File: src/hw/rtl/rstab_pkg.sv
// ----------------------------------------------------------------------------
// rstab_pkg
// types and constants shared by the reply slot table modules
// ----------------------------------------------------------------------------
package rstab_pkg;

  typedef enum logic [2:0] {
    CMD_TAKE    = 3'd0,
    CMD_APPEND  = 3'd1,
    CMD_NEXT    = 3'd2,
    CMD_RELEASE = 3'd3,
    CMD_CLOSE   = 3'd4,
    CMD_FREE    = 3'd5,
    CMD_RSVD6   = 3'd6,
    CMD_RSVD7   = 3'd7
  } cmd_e;

  typedef enum logic [3:0] {
    RC_OK          = 4'd0,
    RC_ALL_TAKEN   = 4'd1,
    RC_NOT_FOUND   = 4'd2,
    RC_NOT_USED    = 4'd3,
    RC_COMPLETE    = 4'd4,
    RC_SEGMENT     = 4'd5,
    RC_DROPPED     = 4'd6,
    RC_NO_MORE     = 4'd7,
    RC_WOULD_BLOCK = 4'd8,
    RC_CLOSED      = 4'd9,
    RC_FULL        = 4'd10
  } code_e;

  typedef enum logic [1:0] {
    ST_OK          = 2'd0,
    ST_ALL         = 2'd1,
    ST_ITER_CLOSED = 2'd2,
    ST_CLOSED      = 2'd3
  } status_e;

  typedef enum logic [2:0] {
    S_IDLE,
    S_MOD,
    S_TPROBE,
    S_RD,
    S_CMP,
    S_DONE
  } state_e;

  typedef enum logic [1:0] {
    RT_DIRECT,
    RT_MOD,
    RT_READ
  } route_e;

  localparam int unsigned IdW  = 31;
  localparam int unsigned SegW = 16;
  localparam int unsigned SumW = 32;

  typedef struct packed {
    logic [2:0]      cmd;
    logic [IdW-1:0]  request_id;
    logic [3:0]      slot_index;
    logic [SegW-1:0] segment_number;
    logic            last_segment;
  } in_item_t;

  typedef struct packed {
    logic [3:0] result_slot;
    logic [3:0] result_code;
    logic       last_reply;
  } out_item_t;

  typedef struct packed {
    logic load;
    logic mod_step;
    logic take_step;
    logic rd;
    logic cmp;
    logic out_load;
  } ctl_t;

  typedef struct packed {
    route_e route;
    logic   is_take;
    logic   mod_last;
    logic   take_end;
    logic   cmp_end;
  } sts_t;

endpackage

File: src/hw/rtl/reply_slot_table_core.sv
// ----------------------------------------------------------------------------
// reply_slot_table_core
// table of request slots with reply counting, one command per beat
// ----------------------------------------------------------------------------
//  channel | direction | handshake               | payload
//  in      | input     | in_valid_i / in_stall_o  | in_i  (in_item_t)
//  out     | output    | out_valid_o / out_stall_i | out_o (out_item_t)
//
// take: folding modulo reduction, then one probe step per slot probed
// append: folding modulo reduction, then a memory read and a compare per slot probed
// next, release, free: a memory read and a compare; close all and bad indexes: straight to the result
// reset clears slot flags and offsets at once; no clearing pass is needed
// a new beat is taken while a finished result still waits in the output register
module reply_slot_table_core import rstab_pkg::*; #(
  parameter int unsigned SLOTS       = 16,
  parameter int unsigned QUEUE_DEPTH = 15
) (
  input  logic      clk_i,
  input  logic      rst_ni,
  input  logic      in_valid_i,
  output logic      in_stall_o,
  input  in_item_t  in_i,
  output logic      out_valid_o,
  input  logic      out_stall_i,
  output out_item_t out_o
);

  ctl_t ctl;
  sts_t sts;

  rstab_ctrl u_ctrl (
    .clk_i       (clk_i),
    .rst_ni      (rst_ni),
    .in_valid_i  (in_valid_i),
    .in_stall_o  (in_stall_o),
    .out_valid_o (out_valid_o),
    .out_stall_i (out_stall_i),
    .sts_i       (sts),
    .ctl_o       (ctl)
  );

  rstab_dp #(
    .SLOTS       (SLOTS),
    .QUEUE_DEPTH (QUEUE_DEPTH)
  ) u_dp (
    .clk_i  (clk_i),
    .rst_ni (rst_ni),
    .in_i   (in_i),
    .ctl_i  (ctl),
    .sts_o  (sts),
    .out_o  (out_o)
  );

endmodule

File: src/hw/rtl/rstab_ctrl.sv
// ----------------------------------------------------------------------------
// rstab_ctrl
// sequencer of the reply slot table: steps the datapath through reduce,
// probe and read-modify-write phases and owns the handshakes
// ----------------------------------------------------------------------------
module rstab_ctrl import rstab_pkg::*; (
  input  logic clk_i,
  input  logic rst_ni,
  input  logic in_valid_i,
  output logic in_stall_o,
  output logic out_valid_o,
  input  logic out_stall_i,
  input  sts_t sts_i,
  output ctl_t ctl_o
);

  state_e state_q, state_d;
  logic   out_vld_q, out_vld_d;
  logic   out_free;

  assign out_free = !out_vld_q || !out_stall_i;

  always_comb begin
    state_d = state_q;
    case (state_q)
      S_IDLE: begin
        if (in_valid_i) begin
          case (sts_i.route)
            RT_MOD:  state_d = S_MOD;
            RT_READ: state_d = S_RD;
            default: state_d = S_DONE;
          endcase
        end
      end
      S_MOD: begin
        if (sts_i.mod_last) state_d = sts_i.is_take ? S_TPROBE : S_RD;
      end
      S_TPROBE: begin
        if (sts_i.take_end) state_d = S_DONE;
      end
      S_RD:  state_d = S_CMP;
      S_CMP: state_d = sts_i.cmp_end ? S_DONE : S_RD;
      S_DONE: begin
        if (out_free) state_d = S_IDLE;
      end
      default: state_d = S_IDLE;
    endcase
  end

  always_comb begin
    ctl_o = '0;
    case (state_q)
      S_IDLE:   ctl_o.load = in_valid_i;
      S_MOD:    ctl_o.mod_step = 1'b1;
      S_TPROBE: ctl_o.take_step = 1'b1;
      S_RD:     ctl_o.rd = 1'b1;
      S_CMP:    ctl_o.cmp = 1'b1;
      S_DONE:   ctl_o.out_load = out_free;
      default:  ctl_o = '0;
    endcase
  end

  always_comb begin
    out_vld_d = out_vld_q;
    if (ctl_o.out_load) out_vld_d = 1'b1;
    else if (!out_stall_i) out_vld_d = 1'b0;
  end

  always_ff @(posedge clk_i or negedge rst_ni) begin
    if (!rst_ni) begin
      state_q   <= S_IDLE;
      out_vld_q <= 1'b0;
    end else begin
      state_q   <= state_d;
      out_vld_q <= out_vld_d;
    end
  end

  assign in_stall_o  = (state_q != S_IDLE);
  assign out_valid_o = out_vld_q;

endmodule

File: src/hw/rtl/rstab_dp.sv
// ----------------------------------------------------------------------------
// rstab_dp
// datapath of the reply slot table: slot flags, slot memory, folding
// modulo reducer, probe pointer and result registers
// ----------------------------------------------------------------------------
module rstab_dp import rstab_pkg::*; #(
  parameter int unsigned SLOTS       = 16,
  parameter int unsigned QUEUE_DEPTH = 15
) (
  input  logic      clk_i,
  input  logic      rst_ni,
  input  in_item_t  in_i,
  input  ctl_t      ctl_i,
  output sts_t      sts_o,
  output out_item_t out_o
);

  localparam int unsigned SW = $clog2(SLOTS);
  localparam int unsigned PW = $clog2(QUEUE_DEPTH + 1);
  localparam int unsigned EW = IdW + SegW + PW;
  localparam logic [SW:0]   SlotsW  = (SW+1)'(SLOTS);
  localparam logic [SW-1:0] SlotMax = SW'(SLOTS - 1);
  localparam logic [PW-1:0] QdW     = PW'(QUEUE_DEPTH);
  localparam int unsigned   RecK    = 16 + SW;
  localparam logic [8:0]    FoldC   = 9'((32'd1 << 16) % SLOTS);
  localparam logic [17:0]   RecM    = 18'(((32'd1 << RecK) + SLOTS - 1) / SLOTS);
  localparam logic [15:0]   SlotsH  = 16'(SLOTS);

  typedef struct packed {
    logic [IdW-1:0]  req;
    logic [SegW-1:0] exp;
    logic [PW-1:0]   pend;
  } entry_t;

  cmd_e            cmd_q;
  logic [IdW-1:0]  id_q;
  logic [SegW-1:0] seg_q;
  logic            last_q;
  logic [SumW-1:0] red_q;
  logic [15:0]     quo_q;
  logic            quo_v_q;
  logic [SW-1:0]   ptr_q, ptr_d;
  logic [SW-1:0]   tries_q;
  logic            dir_q;
  logic [SW-1:0]   take_off_q, ans_off_q;
  logic            used_q [SLOTS];
  status_e         status_q [SLOTS];
  logic            wvld_q [SLOTS];
  logic [EW-1:0]   mem [SLOTS];
  logic [EW-1:0]   rd_q;
  logic            rdv_q;
  out_item_t       res_q, out_q;

  cmd_e   in_cmd;
  route_e route;
  logic   idx_bad;
  entry_t ent;
  logic   match, bwd;
  logic [SumW-1:0] fold_sum;
  logic [33:0]     rec_prod;
  logic [15:0]     rem_w;
  logic [SW-1:0] ptr_fwd, ptr_bwd;
  logic [SW:0]   tsum, asum;
  logic [SW-1:0] tmod, amod;

  logic      wr_en;
  entry_t    wr_data;
  logic      used_we, used_val;
  logic      st_we;
  status_e   st_val;
  logic      ans_we, wvld_set, cmp_end;
  logic      step;
  out_item_t cmp_res;
  status_e   st_cur;
  logic      used_cur;

  assign in_cmd  = cmd_e'(in_i.cmd);
  assign idx_bad = (32'(in_i.slot_index) >= 32'(SLOTS));

  always_comb begin
    case (in_cmd)
      CMD_TAKE, CMD_APPEND:            route = RT_MOD;
      CMD_NEXT, CMD_RELEASE, CMD_FREE: route = idx_bad ? RT_DIRECT : RT_READ;
      default:                         route = RT_DIRECT;
    endcase
  end

  assign sts_o.route = route;

  // fold the upper half back in, then reciprocal quotient on 16 bits
  assign fold_sum = SumW'(red_q[SumW-1:16] * FoldC) + SumW'(red_q[15:0]);
  assign rec_prod = 34'(red_q[15:0]) * 34'(RecM);
  assign rem_w    = red_q[15:0] - quo_q * SlotsH;

  assign ptr_fwd = (ptr_q == SlotMax) ? '0 : ptr_q + 1'b1;
  assign ptr_bwd = (ptr_q == '0) ? SlotMax : ptr_q - 1'b1;

  assign tsum = {1'b0, take_off_q} + {1'b0, tries_q};
  assign tmod = (tsum >= SlotsW) ? SW'(tsum - SlotsW) : SW'(tsum);
  assign asum = {1'b0, ans_off_q} + {1'b0, tries_q};
  assign amod = (asum >= SlotsW) ? SW'(asum - SlotsW) : SW'(asum);

  assign used_cur = used_q[ptr_q];
  assign st_cur   = status_q[ptr_q];

  assign sts_o.is_take  = (cmd_q == CMD_TAKE);
  assign sts_o.mod_last = quo_v_q;
  assign sts_o.take_end = !used_cur || (tries_q == SlotMax);
  assign sts_o.cmp_end  = cmp_end;

  assign ent   = rdv_q ? entry_t'(rd_q) : '0;
  assign match = (ent.req == id_q);
  assign bwd   = (tries_q == '0) ? (ent.req > id_q) : dir_q;

  always_comb begin
    wr_en    = 1'b0;
    wr_data  = ent;
    used_we  = 1'b0;
    used_val = 1'b0;
    st_we    = 1'b0;
    st_val   = ST_OK;
    ans_we   = 1'b0;
    cmp_end  = 1'b1;
    step     = 1'b0;
    cmp_res  = '{result_slot: 4'(ptr_q), result_code: RC_OK, last_reply: 1'b0};
    case (cmd_q)
      CMD_APPEND: begin
        if (!match) begin
          if (tries_q == SlotMax) begin
            cmp_res = '{result_slot: 4'd0, result_code: RC_NOT_FOUND, last_reply: 1'b0};
          end else begin
            cmp_end = 1'b0;
            step    = 1'b1;
          end
        end else begin
          ans_we = !bwd;
          if (!used_cur) begin
            cmp_res.result_code = RC_NOT_USED;
          end else if (st_cur == ST_ALL) begin
            cmp_res.result_code = RC_COMPLETE;
          end else if (ent.exp != seg_q) begin
            cmp_res.result_code = RC_SEGMENT;
          end else if (st_cur == ST_ITER_CLOSED) begin
            cmp_res.result_code = RC_DROPPED;
            if (last_q) begin
              wr_en        = 1'b1;
              wr_data.pend = '0;
              used_we      = 1'b1;
              st_we        = 1'b1;
            end
          end else if (ent.pend >= QdW) begin
            cmp_res.result_code = RC_FULL;
          end else begin
            wr_en        = 1'b1;
            wr_data.pend = ent.pend + 1'b1;
            wr_data.exp  = ent.exp + 1'b1;
            if (last_q) begin
              st_we  = 1'b1;
              st_val = ST_ALL;
            end
          end
        end
      end
      CMD_NEXT: begin
        if (st_cur == ST_ITER_CLOSED) begin
          cmp_res.result_code = RC_FULL;
        end else if (st_cur == ST_ALL && ent.pend == '0) begin
          cmp_res.result_code = RC_NO_MORE;
        end else if (st_cur == ST_CLOSED) begin
          cmp_res.result_code = RC_CLOSED;
        end else if (ent.pend == '0) begin
          cmp_res.result_code = RC_WOULD_BLOCK;
        end else begin
          wr_en        = 1'b1;
          wr_data.pend = ent.pend - 1'b1;
          cmp_res.last_reply = (ent.pend == PW'(1)) && (st_cur == ST_ALL);
        end
      end
      CMD_RELEASE: begin
        wr_en        = 1'b1;
        wr_data.pend = '0;
        st_we        = 1'b1;
        if (st_cur == ST_ALL) used_we = 1'b1;
        else st_val = ST_ITER_CLOSED;
      end
      CMD_FREE: begin
        wr_en        = 1'b1;
        wr_data.pend = '0;
        used_we      = 1'b1;
        st_we        = 1'b1;
      end
      default: begin
        cmp_end = 1'b1;
      end
    endcase
  end

  always_comb begin
    ptr_d = ptr_q;
    if (ctl_i.load) begin
      ptr_d = (route == RT_READ) ? SW'(in_i.slot_index) : '0;
    end else if (ctl_i.mod_step && quo_v_q) begin
      ptr_d = SW'(rem_w);
    end else if (ctl_i.take_step && used_cur && tries_q != SlotMax) begin
      ptr_d = ptr_fwd;
    end else if (ctl_i.cmp && step) begin
      ptr_d = bwd ? ptr_bwd : ptr_fwd;
    end
  end

  always_ff @(posedge clk_i) begin
    ptr_q <= ptr_d;
    if (ctl_i.load) begin
      cmd_q   <= in_cmd;
      id_q    <= in_i.request_id;
      seg_q   <= in_i.segment_number;
      last_q  <= in_i.last_segment;
      red_q   <= SumW'(in_i.request_id)
               + SumW'((in_cmd == CMD_TAKE) ? take_off_q : ans_off_q);
      quo_v_q <= 1'b0;
      tries_q <= '0;
      if (idx_bad && (in_cmd == CMD_NEXT || in_cmd == CMD_RELEASE || in_cmd == CMD_FREE))
        res_q <= '{result_slot: in_i.slot_index, result_code: RC_NOT_FOUND, last_reply: 1'b0};
      else
        res_q <= '{result_slot: 4'd0, result_code: RC_OK, last_reply: 1'b0};
    end
    if (ctl_i.mod_step) begin
      if (red_q[SumW-1:16] != '0) begin
        red_q <= fold_sum;
      end else begin
        quo_q   <= 16'(rec_prod >> RecK);
        quo_v_q <= 1'b1;
      end
    end
    if (ctl_i.take_step) begin
      if (!used_cur)
        res_q <= '{result_slot: 4'(ptr_q), result_code: RC_OK, last_reply: 1'b0};
      else if (tries_q == SlotMax)
        res_q <= '{result_slot: 4'd0, result_code: RC_ALL_TAKEN, last_reply: 1'b0};
      else
        tries_q <= tries_q + 1'b1;
    end
    if (ctl_i.rd) begin
      rd_q <= mem[ptr_q];
    end
    if (ctl_i.cmp) begin
      dir_q <= bwd;
      if (step) tries_q <= tries_q + 1'b1;
      if (cmp_end) res_q <= cmp_res;
    end
    if (ctl_i.cmp && wr_en) begin
      mem[ptr_q] <= wr_data;
    end else if (ctl_i.take_step && !used_cur) begin
      mem[ptr_q] <= {id_q, {SegW{1'b0}}, {PW{1'b0}}};
    end
    if (ctl_i.out_load) out_q <= res_q;
  end

  assign wvld_set = (ctl_i.cmp && wr_en) || (ctl_i.take_step && !used_cur);

  always_ff @(posedge clk_i or negedge rst_ni) begin
    if (!rst_ni) begin
      for (int i = 0; i < SLOTS; i++) begin
        used_q[i]   <= 1'b0;
        status_q[i] <= ST_OK;
        wvld_q[i]   <= 1'b0;
      end
      take_off_q <= '0;
      ans_off_q  <= '0;
      rdv_q      <= 1'b0;
    end else begin
      if (ctl_i.rd) rdv_q <= wvld_q[ptr_q];
      if (wvld_set) wvld_q[ptr_q] <= 1'b1;
      if (ctl_i.load && in_cmd == CMD_CLOSE) begin
        for (int i = 0; i < SLOTS; i++) status_q[i] <= ST_CLOSED;
      end
      if (ctl_i.take_step && !used_cur) begin
        used_q[ptr_q]   <= 1'b1;
        status_q[ptr_q] <= ST_OK;
        take_off_q      <= tmod;
      end
      if (ctl_i.cmp) begin
        if (used_we) used_q[ptr_q] <= used_val;
        if (st_we) status_q[ptr_q] <= st_val;
        if (ans_we) ans_off_q <= amod;
      end
    end
  end

  assign out_o = out_q;

endmodule
File: config.mk
export PLATFORM = sky130hd
export DESIGN_NAME = reply_slot_table_core
export DESIGN_NICKNAME = d
export VERILOG_FILES = /design/src/hw/rtl/rstab_pkg.sv /design/src/hw/rtl/reply_slot_table_core.sv /design/src/hw/rtl/rstab_ctrl.sv /design/src/hw/rtl/rstab_dp.sv
export SDC_FILE = /design/constraint.sdc
export NUM_CORES = 1
export LEC_CHECK = 0
export BUFFER_PORTS_ARGS = -buffer_cell sky130_fd_sc_hd__buf_2
export CAP_MARGIN = 5
export CORE_MARGIN = 3
export CORE_UTILIZATION = 40
export CTS_CLUSTER_SIZE = 25
export DETAILED_ROUTE_END_ITERATION = 16
export PLACE_DENSITY = 0.54
export SKIP_LAST_GASP = 1
export SLEW_MARGIN = 20
export SYNTH_ARGS = -nofsm -noshare
export SYNTH_HDL_FRONTEND = slang
export SYNTH_SLANG_ARGS = --single-unit
File: constraint.sdc
create_clock -name clk_i -period 13.83 [get_ports clk_i]
set_input_delay 2.0745 -clock clk_i [delete_from_list [all_inputs] [get_ports clk_i]]
set_output_delay 2.0745 -clock clk_i [all_outputs]
set_load 0.05 [all_outputs]
==> summary.md, run 1 <==
| Metric | Value |
|---|---|
| Status | completed |
| Post-DRT Antenna Nets | 0 |
| Crit path launch | u_dp.ptr_q[3]$_DFFE_PP_ |
| Post-Syn Area | approximately 0.043 mm² |
| Core area | about 0.11 mm² |
| Hold slack | around 0.45 ns |
| Slowest CP cell | a21oi_1 |
| Largest net degree at the start of global routing | around 160 |
| Post-DP HPWL | roughly 55,000 µm |
| Worst reg2reg startpoint | u_dp.ptr_q[3]$_DFFE_PP_ |
| Synth Flop Type | edfxtp_1 |
| Synth warn | 0 |
| DRC errors left | 0 |
| Via density | 5.724 |
| GRT Util Overall | 0.1818 |
| Die area | about 0.11 mm² |
| Pwr Total | ~9.8 mW |
| Register area | 0.03064 mm² |
| IO Port Bufs | 69 |
| RSZ-0062 raised after global routing | no |
| Pin slew with the least headroom to its limit | about 1.1 ns |
| Slack of the critical path | about 8.3 ns |
| Hold Vio Cnt, Final | 0 |
| R2R depth | 9 |
| Starting density of the core | 0.4066 |
| Final Setup Violations | 0 |
| Worst min-delay path class | reg -> reg |
| Cell Rows | 119 |
| Post-cts resize count | 0 |
| Crit. End Element | flop |
| Via count | 22,950 |
| CTS Buf Count | ~110 |
| Total I/O pin count | 70 |
| Area growth from synthesis to layout | 12.93% |
| Grt ovf | 0 |
| Cts hold-fix bufs | 0 |
| R2r setup slk | roughly 8.3 ns |
| WL per Instance | about 25 µm |
| Final #Nets | about 2,600 |
| Min Tclk post-route | about 5.6 ns |
| Fin. max-slew vios | 0 |
| Clock sinks | roughly 1,000 |
| Clock Pin Slew Worst Setup and Hold Paths | 0.06 ns |
| Setup repair bufs after CTS | 0 |
| Asr flop ratio synth | 0.07383 |
| Register area share after synthesis | 0.7087 |
| Critical Path Stages | 9 |
| Layout cells sized above 1 | 0.2319 |
| Clock Path Buffers | 3 |
| First-pass GRT wire length | 153,200 µm |
| WP buf/inv | 3 |
| Iteration-0 DRC Markers | about 2,000 |
| Arr. time, crit path | around 5.9 ns |
| Power Dens Cells | 200.0 mW/mm² |
| Drt pass-1 iters | 5 |
| Worst skew pair latency | 0.68 ns |
| Crit path kind | reg -> reg |
| Setup Skew | 0.03005 ns |
| Syn nets | roughly 2,500 |
| Worst slew margin | 0.2569 |
| Worst VDD drop | 0.0001082 V |
| Worst r2r dst | u_dp.mem[4][12]$_DFFE_PP_ |
| Lkg Pwr | roughly 16 nW |
| Crit path to | u_dp.mem[4][12]$_DFFE_PP_ |
| Crit path largest cell delay | 0.86 ns |
| Worst slack at placement | around 8.2 ns |
| Critical path's top delay family | buffers and inverters |
| Worst EP required | about 14 ns |
| Final GP Congestion | just over 0.8 |
| Die Y | ~330 µm |
| Final TNS setup | 0 ns |
| Critical path cell sequence | buf_4, buf_4, nor2b_1, a22oi_1, and3_1, nand3_4, buf_4, nand2_1, a21oi_1 |
| Synthesized area per cell | between 15 and 20 µm² |
| Die width | 334.7 µm |
| Yosys cell types | slightly above 70 |
| Max frequency | 0.1799 GHz |
| Root Buffer | clkbuf_16 |
| Post-layout util | 0.4592 |
| Final wirelength | between 100,000 and 150,000 µm |
| Max cap viols | 0 |
| Area occupied by multi-input gates | approximately 0.012 mm² |
| Vias in the first global route | between 20,000 and 25,000 |
| H-tree depth | 3 |
| Syn Inst Count | around 2,400 |
| EDFF count, synth | approximately 940 |
| Seq cells post-synth | 1,043 |
| Most common cell on crit path | buf_4 |
| CTS tree | built |
| Period utilization | 0.4019 |
| Fill cell count | 9,027 |
| Worst-path fanout max | between 70 and 80 |
| Initial antenna violation count | 1 |
| Startpoint types | flop |
## final cells by class
class | count | area share
antenna | 1 | 0.00005126
sequential | 1043 | 0.6275
clock buffer | 141 | 0.05918
timing repair buffer | 133 | 0.01722
multi-input combinational | 1168 | 0.2443
tap | 1391 | 0.03565
clock inverter | 58 | 0.01030
inverter | 74 | 0.005741
## registers in the layout, indices dropped and copies added (netlist names), 4 cells and up
signal           cells
u_dp.wvld_q         16
u_dp.out_o           9
u_dp.rd_q           51
u_dp.res_q           9
u_dp.red_q          20
u_dp.ans_off_q       4
u_dp.ptr_q           4
u_dp.seg_q          16
u_dp.tries_q         4
u_dp.id_q           31
u_dp.status_q       32
u_dp.mem           816
u_dp.used_q         16
u_dp.take_off_q      4
## cell usage in the layout, fill, tap and decap left out, types with 26 or more instances in the layout
master	n
edfxtp_1	936
mux4_2	271
clkbuf_16	110
nand2_1	109
nor2_1	107
dfrtp_1	76
inv_1	72
buf_2	68
a21oi_1	64
buf_4	64
o21ai_0	61
nand3_1	53
ha_1	53
o22ai_1	45
and2_1	42
a31oi_1	35
dfxtp_1	30
clkbuf_1	29
clkinv_1	26
## where the power goes
group,internal (mW),switching (mW)
sequential,3.95,0.184
clock,1.62,1.18
combinational,1.21,1.63
## worst register-to-register path, stage by stage, from the launching register on
cell,delay [ns]
edfxtp_1,0.32
buf_4,0.44
buf_4,0.88
nor2b_1,0.83
a22oi_1,0.20
and3_1,0.28
nand3_4,0.26
buf_4,0.70
nand2_1,0.43
a21oi_1,0.87
## Yosys cell counts, types with 12 or more instances
master      n  area share
ha_1       53       0.015
o21ai_0    67      0.0078
mux4_2    271        0.14
mux2i_1    20      0.0046
a31oi_1    36      0.0052
xor2_1     20      0.0041
a211oi_1   19      0.0033
nor3_1     40      0.0046
nor4_1     13      0.0019
buf_2      16      0.0019
nand2_1   109      0.0095
nor2_1    108      0.0094
o22ai_1    46      0.0067
dfrtp_1    77       0.045
edfxtp_1  936        0.65
xnor2_1    18      0.0036
dfxtp_1    30       0.014
o31ai_1    20      0.0035
nand3_1    54      0.0063
mux2_2     12      0.0031
nand4_1    20      0.0029
and2_1     43      0.0062
a21oi_1    66      0.0076
inv_1      72      0.0063
buf_1      21      0.0018
clkbuf_1   87      0.0076
and3_1     14      0.0020
## per-layer routing
layer	share of wire	up-vias	track usage
li1	-	9994	-
met1	0.44	12240	0.2533
met2	0.49	586	0.3035
met3	0.043	132	0.02381
met4	0.020	0	0.04884
met5	0	-	0
## worst min path at each step
stage,end,slack (ns),startpoint,depth (start not counted)
finish,u_dp.out_o[6]$_DFFE_PP_,0.45,u_dp.res_q[6]$_DFF_P_,0
global route,u_dp.out_o[6]$_DFFE_PP_,0.46,u_dp.res_q[6]$_DFF_P_,0
CTS,u_dp.out_o[6]$_DFFE_PP_,0.44,u_dp.res_q[6]$_DFF_P_,0
detailed placement,u_dp.out_o[6]$_DFFE_PP_,0.43,u_dp.res_q[6]$_DFF_P_,0
global placement,u_dp.out_o[7]$_DFFE_PP_,0.43,u_dp.res_q[7]$_DFF_P_,0
floorplan,u_dp.out_o[0]$_DFFE_PP_,0.41,u_dp.res_q[0]$_DFF_P_,0
## cells by family after synthesis
| group | Yosys count | synth area share |
|---|---|---|
| compound gates | 312 | 0.04550 |
| xor+xnor | 38 | 0.007699 |
| fa+ha+maj | 56 | 0.01673 |
| buf+inv | 204 | 0.01907 |
| flops | 1043 | 0.7087 |
| mux | 303 | 0.1489 |
| simple gates | 459 | 0.05340 |
## per-stage QoR
step | cell area, µm² | std cells
6_report | 48820 | 4009
5_1_grt | 48820 | 4008
4_1_cts | 48780 | 4008
3_5_place_dp | 45390 | 3809
3_3_place_gp | 45390 | 3809
2_1_floorplan | 43230 | 2415
(Power assumes the default switching activity.)
==> inputs of run 2 (changes only) <==
==> constraint.sdc (replaced) <==
create_clock -name clk_i -period 5.3 [get_ports clk_i]
set_input_delay 0.795 -clock clk_i [delete_from_list [all_inputs] [get_ports clk_i]]
set_output_delay 0.795 -clock clk_i [all_outputs]
set_load 0.05 [all_outputs]
==> run 2 against run 1 <==
Net effect:
- global-route usage is 0.92 points higher
- routed wire length is 5.1% higher
- maximum frequency is 17% higher
- largest cell class unchanged
- count of clock-buffer cells in the layout is 6 lower
- sequential share of layout area is 0.99 points lower
- worst hold slack worse by 0.14 ns
- clock power grew to 2.6 times the previous value
- sequential cell count stayed put
- final cell count is 1.4% higher
- largest power group unchanged
==> summary.md, run 2 (same netlist as run 1, synthesis figures left out) <==
| Metric | Value |
|---|---|
| Status | completed |
| Critical Path Stages | 8 (-1) |
| Post-Layout Cell Count | 4,067 (+1.4%) |
| Worst min-delay path class | in -> reg |
| H-tree depth | 3 (unchanged) |
| Area growth from synthesis to layout | 14.75% |
| Vias in the first global route | 23,950 (+1.1%) |
| Slowest CP cell | nor2_2 |
| Clock Pin Slew Worst Setup and Hold Paths | 0.06 ns (about the same) |
| R2R depth | 8 (-1) |
| Via count | 23,320 (+1.6%) |
| Largest net degree at the start of global routing | 84 (-46%) |
| Crit. End Element | flop |
| Final TNS setup | 0 ns (unchanged) |
| Power Dens Cells | 522.1 mW/mm² (+160%) |
| Worst-path fanout max | 23 (-69%) |
| Starting density of the core | 0.4066 (unchanged) |
| Hold path depth | 1 (+1) |
| Initial antenna violation count | 0 (-1) |
| First-pass GRT wire length | 159,600 µm (+4.2%) |
| Crit path to | u_dp.mem[11][29]$_DFFE_PP_ |
| WP buf/inv | 2 (-1) |
| Ant. Diodes | 0 (-1) |
| R2r setup slk | 0.53 ns (-7.74 ns) |
| Worst r2r dst | u_dp.mem[11][29]$_DFFE_PP_ |
| Die Y | 334.7 µm (unchanged) |
| Worst EP required | 5.65 ns (-8.50 ns) |
| Clock Path Buffers | 3 (unchanged) |
| GRT Util Overall | 0.1910 (+0.009218) |
| DRC errors left | 0 (unchanged) |
| Min Tclk post-route | 4.770 ns (-0.7879 ns) |
| Final GP Congestion | 0.8393 (+2.5%) |
| CTS tree | built |
| Post-DP HPWL | 63,030 µm (+14%) |
| Total I/O pin count | 70 (unchanged) |
| Hold Vio Cnt, Final | 0 (unchanged) |
| Final wirelength | 106,900 µm (+5.1%) |
| Placed cell count | 3,861 (+1.4%) |
| Lkg Pwr | 16.56 nW (+3.2%) |
| Post-layout util | 0.4666 (+0.007379) |
| Largest register FFs | 816 (unchanged) |
| Area occupied by multi-input gates | 0.01199 mm² (+0.50%) |
| Critical path's top delay family | simple AND/OR/NAND/NOR gates |
| Core area | 0.1063 mm² (unchanged) |
| Max frequency | 0.2097 GHz (+17%) |
| Crit path largest cell delay | 0.89 ns (+0.03 ns) |
| Fin. max-slew vios | 0 (unchanged) |
| Top reg by flops | u_dp.mem |
| Crit path kind | reg -> reg |
| Clock sinks | 1,043 (unchanged) |
| Root Buffer | clkbuf_16 |
| CTS Buf Count | 109 (+0.93%) |
| Worst slew margin | 0.2084 (-0.04855) |
| Worst reg2reg startpoint | u_dp.ptr_q[0]$_DFFE_PP_ |
| Critical path cell sequence | mux4_2, a22oi_1, nand3_1, nor2_2, a21oi_4, buf_4, nor3_4, buf_12 |
| Crit path launch | u_dp.ptr_q[0]$_DFFE_PP_ |
| IO Port Bufs | 69 (unchanged) |
| Most frequent cells in the layout | edfxtp_1, mux4_2, clkbuf_16 |
| Layout cells sized above 1 | 0.2463 (+0.01432) |
| Startpoint types | flop |
| Max cap viols | 0 (unchanged) |
| Grt ovf | 0 (unchanged) |
| Worst VDD drop | 0.0003890 V (+260%) |
| Cell Rows | 119 (unchanged) |
| Most common cell after layout, fill and taps aside | edfxtp_1 |
| WL per Instance | 26.28 µm (+3.6%) |
| Period utilization | 0.9000 (+0.4981) |
| Pin slew with the least headroom to its limit | 1.187 ns (+0.07283 ns) |
| Die width | 334.7 µm (unchanged) |
| Arr. time, crit path | 5.12 ns (-0.75 ns) |
| Drt pass-1 iters | 6 (+1) |
| Fill cell count | 8,917 (-1.2%) |
| Post-DRT Antenna Nets | 0 (unchanged) |
| Register area | 0.03064 mm² (unchanged) |
| Final Setup Violations | 0 (unchanged) |
| Hold slack | 0.3105 ns (-0.1367 ns) |
| Regs by FF count | u_dp.mem: 816 flops, u_dp.rd_q: 51 flops, u_dp.status_q: 32 flops |
| RSZ-0062 raised after global routing | no |
| Via density | 5.733 (+0.15%) |
| Die area | 0.1121 mm² (unchanged) |
| Final #Nets | 2,697 (+2.0%) |
| Iteration-0 DRC Markers | 2,068 (+3.1%) |
| Worst skew pair latency | 0.68 ns (about the same) |
| Setup Skew | 0.02588 ns (-0.004162 ns) |
run 2: how the worst min path moves through the flow:
stage / from / endpoint / slack (ns)
floorplan: u_dp.res_q[0]$_DFF_P_ / u_dp.out_o[0]$_DFFE_PP_ / 0.41
global placement: u_dp.wvld_q[4]$_DFFE_PN0P_ / u_dp.wvld_q[4]$_DFFE_PN0P_ / 0.44
detailed placement: u_dp.wvld_q[8]$_DFFE_PN0P_ / u_dp.wvld_q[8]$_DFFE_PN0P_ / 0.45
CTS: in_i[0] / u_dp.last_q$_DFFE_PP_ / 0.26
global route: in_i[0] / u_dp.last_q$_DFFE_PP_ / 0.28
finish: in_i[0] / u_dp.last_q$_DFFE_PP_ / 0.31
run 2: through the flow:
stage	setup WS (ns)	total power [mW]	area (µm²)
6_report	0.5303	25.90	49600
5_1_grt	0.2818	27.12	49600
4_1_cts	0.5173	26.19	49600
3_5_place_dp	0.5449	18.80	46150
3_3_place_gp	0.5740	18.66	46150
2_1_floorplan	-0.1695	16.24	43320
run 2: power breakdown:
group,switching (mW),internal [mW]
combinational,4.42,3.27
sequential,0.552,10.3
clock,3.15,4.20
total,8.13,17.8
run 2: repair_timing:
| action | CTS | global route |
|---|---|---|
| endpoints found under the hold margin | 9 | 0 |
| gates resized for setup | 0 | 0 |
| hold buffers | 1 | 0 |
| setup buffers | 0 | 0 |
| setup endpoints to repair | 0 | 0 |
run 2: worst reg2reg max path, stage by stage (launching register included):
cell and delay [ns]:
edfxtp_1 0.71, mux4_2 0.57, a22oi_1 0.29, nand3_1 0.45, nor2_2 0.90, a21oi_4 0.31, buf_4 0.34, nor3_4 0.56
buf_12 0.30
run 2: final cells by class:
| type | count | area share |
|---|---|---|
| flip-flops and latches | 1043 | 0.6176 |
| well taps | 1391 | 0.03509 |
| repair buffers | 186 | 0.03065 |
| clock inverters | 70 | 0.01112 |
| inverters | 74 | 0.005650 |
| clock buffers | 135 | 0.05822 |
| multi-input cells | 1168 | 0.2417 |
run 2: routing by layer:
metal	GRT usage	wire, µm
met1	0.2727	46440
met2	0.3106	51950
met3	0.02733	6374
met4	0.04978	2108
met5	0	0
